[config.mk]
export PLATFORM = sky130hd
export DESIGN_NAME = max_path_sum_wrapped_grid_top
export DESIGN_NICKNAME = d
export VERILOG_FILES = /design/src/mpsw_pkg.sv /design/src/mpsw_row_store.sv /design/src/mpsw_cfg.sv /design/src/mpsw_core.sv /design/src/max_path_sum_wrapped_grid_top.sv
export SDC_FILE = /design/constraint.sdc
export NUM_CORES = 2
export LEC_CHECK = 0
export BUFFER_PORTS_ARGS = -buffer_cell sky130_fd_sc_hd__buf_2
export CORE_UTILIZATION = 60
export CTS_CLUSTER_SIZE = 30
export DETAILED_ROUTE_END_ITERATION = 10
export PLACE_DENSITY_LB_ADDON = 0.2
export SETUP_SLACK_MARGIN = 0.05
export SLEW_MARGIN = 20
export SYNTH_ARGS = -nofsm -noshare
export SYNTH_HDL_FRONTEND = slang
export SYNTH_SLANG_ARGS = --single-unit
[constraint.sdc]
create_clock -name clk -period 16.3 [get_ports clk]
set_input_delay 3.26 -clock clk [delete_from_list [all_inputs] [get_ports clk]]
set_output_delay 3.26 -clock clk [all_outputs]
set_load 0.05 [all_outputs]
[src/mpsw_pkg.sv]
// shared constants and helper functions for the wrapped-grid max path sum block
`timescale 1ns / 1ps
package mpsw_pkg;

	localparam int MAX_COLUMNS_DEF = 64;

	localparam int ELEM_W    = 16;
	localparam int SUM_W     = 32;
	localparam int MAX_SUM_W = 31;
	localparam int CC_W      = 7;
	localparam int APB_AW    = 3;
	localparam int APB_DW    = 32;

	localparam logic [CC_W-1:0] CC_RESET = 7'd64;

	// register index, taken from paddr bit 2
	localparam logic REG_COLUMN_COUNT = 1'b0;

	localparam logic signed [SUM_W-1:0] SUM_MAX = 32'sh7FFF_FFFF;
	localparam logic signed [SUM_W-1:0] SUM_MIN = 32'sh8000_0000;

	function automatic logic signed [SUM_W-1:0] sat_sum(input logic signed [SUM_W:0] v);
		logic signed [SUM_W-1:0] r;
		if (v > (SUM_W+1)'(SUM_MAX)) begin
			r = SUM_MAX;
		end else if (v < (SUM_W+1)'(SUM_MIN)) begin
			r = SUM_MIN;
		end else begin
			r = v[SUM_W-1:0];
		end
		return r;
	endfunction

	function automatic logic signed [SUM_W-1:0] max3(
		input logic signed [SUM_W-1:0] a,
		input logic signed [SUM_W-1:0] b,
		input logic signed [SUM_W-1:0] c
	);
		logic signed [SUM_W-1:0] r;
		r = a;
		if (b > r) begin
			r = b;
		end
		if (c > r) begin
			r = c;
		end
		return r;
	endfunction

endpackage

[src/mpsw_row_store.sv]
// row store of best path sums: one write port, one read port with registered data
`timescale 1ns / 1ps
module mpsw_row_store import mpsw_pkg::*; #(
	parameter int MAX_COLUMNS = MAX_COLUMNS_DEF,
	localparam int AW = $clog2(MAX_COLUMNS)
) (
	input  logic                    clk,
	input  logic                    we,
	input  logic [AW-1:0]           waddr,
	input  logic signed [SUM_W-1:0] wdata,
	input  logic                    re,
	input  logic [AW-1:0]           raddr,
	output logic signed [SUM_W-1:0] rdata
);

	logic signed [SUM_W-1:0] mem [MAX_COLUMNS];
	logic signed [SUM_W-1:0] rdata_q;

	always_ff @(posedge clk) begin
		if (we) begin
			mem[waddr] <= wdata;
		end
	end

	// write-first: a read of the entry being written returns the new sum
	always_ff @(posedge clk) begin
		if (re) begin
			if (we && (waddr == raddr)) begin
				rdata_q <= wdata;
			end else begin
				rdata_q <= mem[raddr];
			end
		end
	end

	assign rdata = rdata_q;

endmodule

[src/mpsw_cfg.sv]
// apb configuration register for the column count
`timescale 1ns / 1ps
module mpsw_cfg import mpsw_pkg::*; #(
	parameter int MAX_COLUMNS = MAX_COLUMNS_DEF,
	localparam int AW = $clog2(MAX_COLUMNS)
) (
	input  logic              clk,
	input  logic              arst_n,
	input  logic              psel,
	input  logic              penable,
	input  logic              pwrite,
	input  logic [APB_AW-1:0] paddr,
	input  logic [APB_DW-1:0] pwdata,
	output logic [APB_DW-1:0] prdata,
	output logic              pready,
	output logic [AW-1:0]     last_col,
	output logic              restart
);

	localparam int CNT_W = (AW + 1 > CC_W) ? AW + 1 : CC_W;

	// last column index of the clamped count
	function automatic logic [AW-1:0] clamp_last(input logic [CC_W-1:0] cc);
		logic [CNT_W-1:0] ext;
		logic [CNT_W-1:0] r;
		ext = CNT_W'(cc);
		if (ext < CNT_W'(2)) begin
			r = CNT_W'(1);
		end else if (ext > CNT_W'(MAX_COLUMNS)) begin
			r = CNT_W'(MAX_COLUMNS - 1);
		end else begin
			r = ext - CNT_W'(1);
		end
		return r[AW-1:0];
	endfunction

	logic [CC_W-1:0] column_count_q;
	logic [AW-1:0]   last_col_q;
	logic            wr_cc;

	assign pready = 1'b1;
	assign wr_cc  = psel && penable && pwrite && pready && (paddr[2] == REG_COLUMN_COUNT);

	always_ff @(posedge clk or negedge arst_n) begin
		if (!arst_n) begin
			column_count_q <= CC_RESET;
			last_col_q     <= clamp_last(CC_RESET);
		end else if (wr_cc) begin
			column_count_q <= pwdata[CC_W-1:0];
			last_col_q     <= clamp_last(pwdata[CC_W-1:0]);
		end
	end

	always_comb begin
		if (paddr[2] == REG_COLUMN_COUNT) begin
			prdata = APB_DW'(column_count_q);
		end else begin
			prdata = '0;
		end
	end

	assign last_col = last_col_q;
	assign restart  = wr_cc;

endmodule

[src/mpsw_core.sv]
// input register, row recurrence and result register
`timescale 1ns / 1ps
module mpsw_core import mpsw_pkg::*; #(
	parameter int MAX_COLUMNS = MAX_COLUMNS_DEF,
	localparam int AW = $clog2(MAX_COLUMNS)
) (
	input  logic                     clk,
	input  logic                     arst_n,
	input  logic                     in_valid,
	output logic                     in_ready,
	input  logic signed [ELEM_W-1:0] element_value,
	input  logic                     final_element,
	output logic                     out_valid,
	input  logic                     out_ready,
	output logic [MAX_SUM_W-1:0]     max_sum,
	output logic                     incomplete_row,
	input  logic [AW-1:0]            last_col,
	input  logic                     restart,
	output logic                     st_we,
	output logic [AW-1:0]            st_waddr,
	output logic signed [SUM_W-1:0]  st_wdata,
	output logic                     st_re,
	output logic [AW-1:0]            st_raddr,
	input  logic signed [SUM_W-1:0]  st_rdata
);

	logic                     valid_s1;
	logic signed [ELEM_W-1:0] elem_s1;
	logic                     final_s1;

	logic [AW-1:0]           col_q;
	logic                    first_row_q;
	logic signed [SUM_W-1:0] here_q;
	logic signed [SUM_W-1:0] left_q;
	logic signed [SUM_W-1:0] col0_prev_q;
	logic signed [SUM_W-1:0] cur_col0_q;
	logic signed [SUM_W-1:0] prev_sum_q;
	logic signed [SUM_W-1:0] row_best_q;

	logic                 out_valid_q;
	logic [MAX_SUM_W-1:0] max_sum_q;
	logic                 incomplete_q;

	logic                    proc;
	logic                    at_zero;
	logic                    at_end;
	logic [AW-1:0]           col_n;
	logic signed [SUM_W-1:0] left_v;
	logic signed [SUM_W-1:0] right_v;
	logic signed [SUM_W-1:0] best_above;
	logic signed [SUM_W-1:0] sum;
	logic signed [SUM_W-1:0] row_best_n;

	// an item leaves the input register unless it is final and a held result is not taken
	assign proc     = valid_s1 && (!final_s1 || !out_valid_q || out_ready);
	assign in_ready = !valid_s1 || proc;

	always_ff @(posedge clk or negedge arst_n) begin
		if (!arst_n) begin
			valid_s1 <= 1'b0;
		end else if (in_ready) begin
			valid_s1 <= in_valid;
		end
	end

	always_ff @(posedge clk) begin
		if (in_valid && in_ready) begin
			elem_s1  <= element_value;
			final_s1 <= final_element;
		end
	end

	assign at_zero = (col_q == '0);
	assign at_end  = (col_q == last_col);
	assign col_n   = at_end ? '0 : col_q + AW'(1);

	// column zero's left neighbor is the last column, computed one item ago
	assign left_v     = at_zero ? prev_sum_q : left_q;
	assign right_v    = at_end ? col0_prev_q : st_rdata;
	assign best_above = max3(left_v, here_q, right_v);

	always_comb begin
		if (first_row_q) begin
			sum = SUM_W'(elem_s1);
		end else begin
			sum = sat_sum((SUM_W+1)'(elem_s1) + (SUM_W+1)'(best_above));
		end
	end

	always_comb begin
		if (at_zero || (sum > row_best_q)) begin
			row_best_n = sum;
		end else begin
			row_best_n = row_best_q;
		end
	end

	// store: write this column, prefetch the right neighbor of the next column
	assign st_we    = proc;
	assign st_waddr = col_q;
	assign st_wdata = sum;
	assign st_re    = proc;
	assign st_raddr = col_n + AW'(1);

	always_ff @(posedge clk or negedge arst_n) begin
		if (!arst_n) begin
			col_q       <= '0;
			first_row_q <= 1'b1;
		end else if (restart || (proc && final_s1)) begin
			col_q       <= '0;
			first_row_q <= 1'b1;
		end else if (proc) begin
			col_q <= col_n;
			if (at_end) begin
				first_row_q <= 1'b0;
			end
		end
	end

	always_ff @(posedge clk) begin
		if (restart) begin
			row_best_q <= '0;
		end else if (proc) begin
			row_best_q <= final_s1 ? '0 : row_best_n;
			prev_sum_q <= sum;
			left_q     <= here_q;
			here_q     <= at_end ? cur_col0_q : st_rdata;
			if (at_zero) begin
				col0_prev_q <= here_q;
				cur_col0_q  <= sum;
			end
		end
	end

	always_ff @(posedge clk or negedge arst_n) begin
		if (!arst_n) begin
			out_valid_q <= 1'b0;
		end else if (proc && final_s1) begin
			out_valid_q <= 1'b1;
		end else if (out_ready) begin
			out_valid_q <= 1'b0;
		end
	end

	always_ff @(posedge clk) begin
		if (proc && final_s1) begin
			max_sum_q    <= (row_best_n > 0) ? row_best_n[MAX_SUM_W-1:0] : '0;
			incomplete_q <= !at_end;
		end
	end

	assign out_valid      = out_valid_q;
	assign max_sum        = max_sum_q;
	assign incomplete_row = incomplete_q;

	a_col_in_range: assert property (@(posedge clk) disable iff (!arst_n)
		col_q <= last_col)
		else $error("column index beyond last column");

	a_final_gives_result: assert property (@(posedge clk) disable iff (!arst_n)
		proc && final_s1 |=> out_valid_q)
		else $error("final transaction produced no result");

	a_final_restarts: assert property (@(posedge clk) disable iff (!arst_n)
		proc && final_s1 |=> (col_q == '0) && first_row_q)
		else $error("matrix not restarted after final transaction");

	a_stall_only_when_busy: assert property (@(posedge clk) disable iff (!arst_n)
		!in_ready |-> valid_s1 && final_s1 && out_valid_q && !out_ready)
		else $error("input stalled without a pending result");

endmodule

[src/max_path_sum_wrapped_grid_top.sv]
// Maximum path sum down a matrix whose columns wrap around the sides. Elements
// arrive in row-major order and one transaction is accepted every clock cycle; the
// final element passes through the input register, then the result register, which
// raises out_valid. The rate is set by the row store, which takes one write and one
// prefetching read per element; the two other neighbor sums come from registers. A
// result waiting in the output register only holds off a further final element.
// Writing column_count restarts the current matrix.
`timescale 1ns / 1ps
module max_path_sum_wrapped_grid_top import mpsw_pkg::*; #(
	parameter int MAX_COLUMNS = MAX_COLUMNS_DEF
) (
	input  logic                     clk,
	input  logic                     arst_n,
	input  logic                     psel,
	input  logic                     penable,
	input  logic                     pwrite,
	input  logic [APB_AW-1:0]        paddr,
	input  logic [APB_DW-1:0]        pwdata,
	output logic [APB_DW-1:0]        prdata,
	output logic                     pready,
	input  logic                     in_valid,
	output logic                     in_ready,
	input  logic signed [ELEM_W-1:0] element_value,
	input  logic                     final_element,
	output logic                     out_valid,
	input  logic                     out_ready,
	output logic [MAX_SUM_W-1:0]     max_sum,
	output logic                     incomplete_row
);

	localparam int AW = $clog2(MAX_COLUMNS);

	logic [AW-1:0]           last_col;
	logic                    restart;
	logic                    st_we;
	logic [AW-1:0]           st_waddr;
	logic signed [SUM_W-1:0] st_wdata;
	logic                    st_re;
	logic [AW-1:0]           st_raddr;
	logic signed [SUM_W-1:0] st_rdata;

	mpsw_cfg #(.MAX_COLUMNS(MAX_COLUMNS)) u_cfg (
		.clk      (clk),
		.arst_n   (arst_n),
		.psel     (psel),
		.penable  (penable),
		.pwrite   (pwrite),
		.paddr    (paddr),
		.pwdata   (pwdata),
		.prdata   (prdata),
		.pready   (pready),
		.last_col (last_col),
		.restart  (restart)
	);

	mpsw_row_store #(.MAX_COLUMNS(MAX_COLUMNS)) u_store (
		.clk   (clk),
		.we    (st_we),
		.waddr (st_waddr),
		.wdata (st_wdata),
		.re    (st_re),
		.raddr (st_raddr),
		.rdata (st_rdata)
	);

	mpsw_core #(.MAX_COLUMNS(MAX_COLUMNS)) u_core (
		.clk            (clk),
		.arst_n         (arst_n),
		.in_valid       (in_valid),
		.in_ready       (in_ready),
		.element_value  (element_value),
		.final_element  (final_element),
		.out_valid      (out_valid),
		.out_ready      (out_ready),
		.max_sum        (max_sum),
		.incomplete_row (incomplete_row),
		.last_col       (last_col),
		.restart        (restart),
		.st_we          (st_we),
		.st_waddr       (st_waddr),
		.st_wdata       (st_wdata),
		.st_re          (st_re),
		.st_raddr       (st_raddr),
		.st_rdata       (st_rdata)
	);

endmodule

==> reports/metrics.cfg <==
[drt]
wire_per_inst_um = 33.57
ant_nets = 0
first_pass_iters = 6
drc = 0
drtIter0Drc = 7388
wl_um = 259700
num_vias = 53320
via_per_inst = 6.890

[final_layout]
layout-drive-gt1-share = 0.2290
fin_nets = 5661
finalNonFillerCells = 7738
area_delta_synth_final_pct = 11.78
fillers = 10040
final_area_mm2 = 0.1074

[clock_tree]
cts_max_level = 4
clk_latency_ns = 0.89
post_cts_buffers = 0
cts_buffers = 222
clkTransAtPathRegs_ns = 0.07
cts_tree = yes
cts_buffer_depth = 3
root_buffer = clkbuf_16
postCtsHoldBufs = 0
postCtsResizedCells = 0
cts_sinks = 2343

[floorplanning]
dieArea_mm2 = 0.1617
die_h_um = 402.2
initial_core_util = 0.6053
boundaryPins = 126
die_w_um = 402.2
core-area_mm2 = 0.1587
core.rowCount = 146

[yosys]
synth-edff-count = 2289
synthArstFlopShare = 0.009390
synth.avg_cell_area_um2 = 18.20
ys_warn_count = 0
ys.flop_type = edfxtp_1
synth_top_area_cell = edfxtp_1
ys_seq_area_frac = 0.7279
netlist.area_leader.share = 0.7154
synth_cell_types = 96
synth-seq-cells = 2343
syn_inst = 5278
netlist_area_mm2 = 0.09608
synth.area.top_cells = edfxtp_1 72%, mux4_2 12%, nand2_1 1.7%, ha_1 1.7%, mux2i_1 1.2%

[timing]
setup_slack_ns = 1.047
rsz0062_at_grt = no
worst_slew_pin_slew_ns = 1.288
period_share = 0.9358
slew_viol_final = 0
slew_headroom = 0.1379
max_clock_freq_mhz = 65.56
tns_ns = 0
finalCriticalPeriod_ns = 15.25
clock_skew_ns = 0.05406
hold_viol = 0
setup_viol = 0

[critical_path]
path_max_fanout = 32
required_ns = 16.87
worstPathArrival_ns = 15.82
start_kind = flip-flop
critPathMostFrequentCell = a21o_1
max_stage_delay_ns = 0.80
endpoint_kind = flip-flop
criticalPathCategory = reg2reg
crit_slowest_cell = or3_1

[place]
place_area_mm2 = 0.1001
port_buffers = 72
routabilityCongestion = 0.9431
placedCellCount = 7313
dp.final_hpwl_um = 150000
pre_cts_ws_ns = 1.469

[global_route]
gr-total-overflow = 0
grt_pass1_wl_um = 368500
antenna_found_initial = 14
grt_pass1_vias = 51420
grt_max_degree = 131
grt_usage = 0.3225

[run_status]
status = completed

[power]
p_per_area_mw_per_mm2 = 198.4
p_leak_nw = 35.65
power_mw = 21.30
ir_drop_uv = 265.5

[job]
maxCapViolCount = 0

[min_path]
min_path_type = reg2reg

==> cell families after synthesis <==
family / synth area share
DFF: 0.7279
and+or+nand+nor: 0.04804
muxes: 0.1359
AOI/OAI and AO/OA: 0.04654
buffers and inverters: 0.02030
adders and majority gates: 0.01753
xor gates and xnor gates: 0.003711
other: 0.00007816
==> worst paths after layout <==
check	startpoint	to	slack [ns]	depth (start not counted)
worst min-delay path	u_cfg.column_count_q[1]$_DFFE_PN0P_	u_cfg.column_count_q[1]$_DFFE_PN0P_	0.47	2
worst min register to register	u_cfg.column_count_q[1]$_DFFE_PN0P_	u_cfg.column_count_q[1]$_DFFE_PN0P_	0.47	2
min in group asynchronous	arst_n	u_cfg.column_count_q[2]$_DFFE_PN0P_	2.45	1
worst max-delay path	u_core.st_waddr[5]$_DFFE_PN0P_	u_core.max_sum[26]$_SDFFCE_PP0P_	1.05	48
max in group asynchronous	arst_n	u_core.st_waddr[3]$_DFFE_PN0P_	13.33	1
worst max register to register	u_core.st_waddr[5]$_DFFE_PN0P_	u_core.max_sum[26]$_SDFFCE_PP0P_	1.05	48
==> cell type report <==
cell class / instances / area [um^2] / share of cell area
inverter: 96 / 361.6 / 0.003367
clock buffer: 286 / 5856 / 0.05452
antenna: 3 / 7.507 / 0.00006990
multi-input combinational: 2537 / 25390 / 0.2365
clock inverter: 133 / 1330 / 0.01238
sequential: 2343 / 69940 / 0.6512
timing repair buffer: 268 / 1919 / 0.01787
tap: 2072 / 2592 / 0.02414
==> power breakdown <==
group	total (mW)	switching, mW	internal, mW
logic	8.16	5.41	2.75
registers	8.02	0.130	7.89
clock network	5.12	2.24	2.88
==> flip-flops by register name, summed over array words and instances, names as in the netlist, 6 cells and up <==
signal,count
u_core.cur_col0_q,32
u_core.left_q,32
u_core.here_q,32
u_store.rdata,32
u_core.col0_prev_q,32
u_cfg.last_col,6
u_store.mem,2048
u_cfg.column_count_q,7
u_core.elem_s1,16
u_core.max_sum,31
u_core.prev_sum_q,32
u_core.st_waddr,6
u_core.row_best_q,32
==> routing by layer <==
metal,vias up,global-route usage,share of wire
met5,-,0,0.00013
met1,27610,0.4543,0.38
met4,6,0.1053,0.035
li1,21750,-,-
met3,540,0.07881,0.12
met2,3409,0.5016,0.47
==> through the flow <==
stage / util / hold WS, ns
final: 0.6765 / 0.4716
after global routing: 0.6765 / 0.4965
after CTS: 0.6760 / 0.4778
after detailed placement: 0.6307 / 0.4635
after global placement: 0.6306 / 0.4533
after floorplan: - / 0.4422
==> synthesized netlist by cell type, types with 48 or more instances <==
master and instances:
edfxtp_1 2289, o22ai_1 52, mux4_2 492, a21o_1 49, clkbuf_1 162, buf_2 80, buf_4 57, a211oi_1 70
a21oi_1 82, inv_1 95, o21ai_0 78, nand3_1 74, mux2_2 64, nor3_1 113, ha_1 133, nand2_1 445
mux2i_1 114, nor2_1 219, a22o_1 48
==> cells in the final DEF (no fill, tap or decap), drive strengths merged, types with 27 or more instances in the layout <==
| cell | netlist | routed |
|---|---|---|
| edfxtp | 2289 | 2289 |
| mux4 | 492 | 492 |
| nand2 | 445 | 445 |
| clkbuf | 162 | 289 |
| buf | 164 | 265 |
| nor2 | 219 | 219 |
| ha | 133 | 133 |
| mux2i | 115 | 115 |
| nor3 | 113 | 113 |
| inv | 95 | 103 |
| clkinv | 1 | 97 |
| o21ai | 93 | 93 |
| a21oi | 84 | 84 |
| nand3 | 75 | 75 |
| mux2 | 73 | 73 |
| a211oi | 71 | 71 |
| o22ai | 52 | 52 |
| a21o | 49 | 49 |
| a22o | 48 | 48 |
| nor4 | 44 | 44 |
| a31oi | 39 | 39 |
| nand4 | 38 | 38 |
| dfxtp | 32 | 32 |
| xnor2 | 29 | 29 |
| a2111oi | 27 | 27 |
==> critical path: cells and delay by family, from the launching register on <==
family	cells	cell delay [ns]
adder cells (fa/ha/maj)	4	1.21
AND/OR/NAND/NOR	11	4.73
buffers and inverters	7	1.70
multiplexers	3	1.07
flip-flops	1	0.64
AO/OA/AOI/OAI	23	5.53
(Power assumes the default switching activity.)
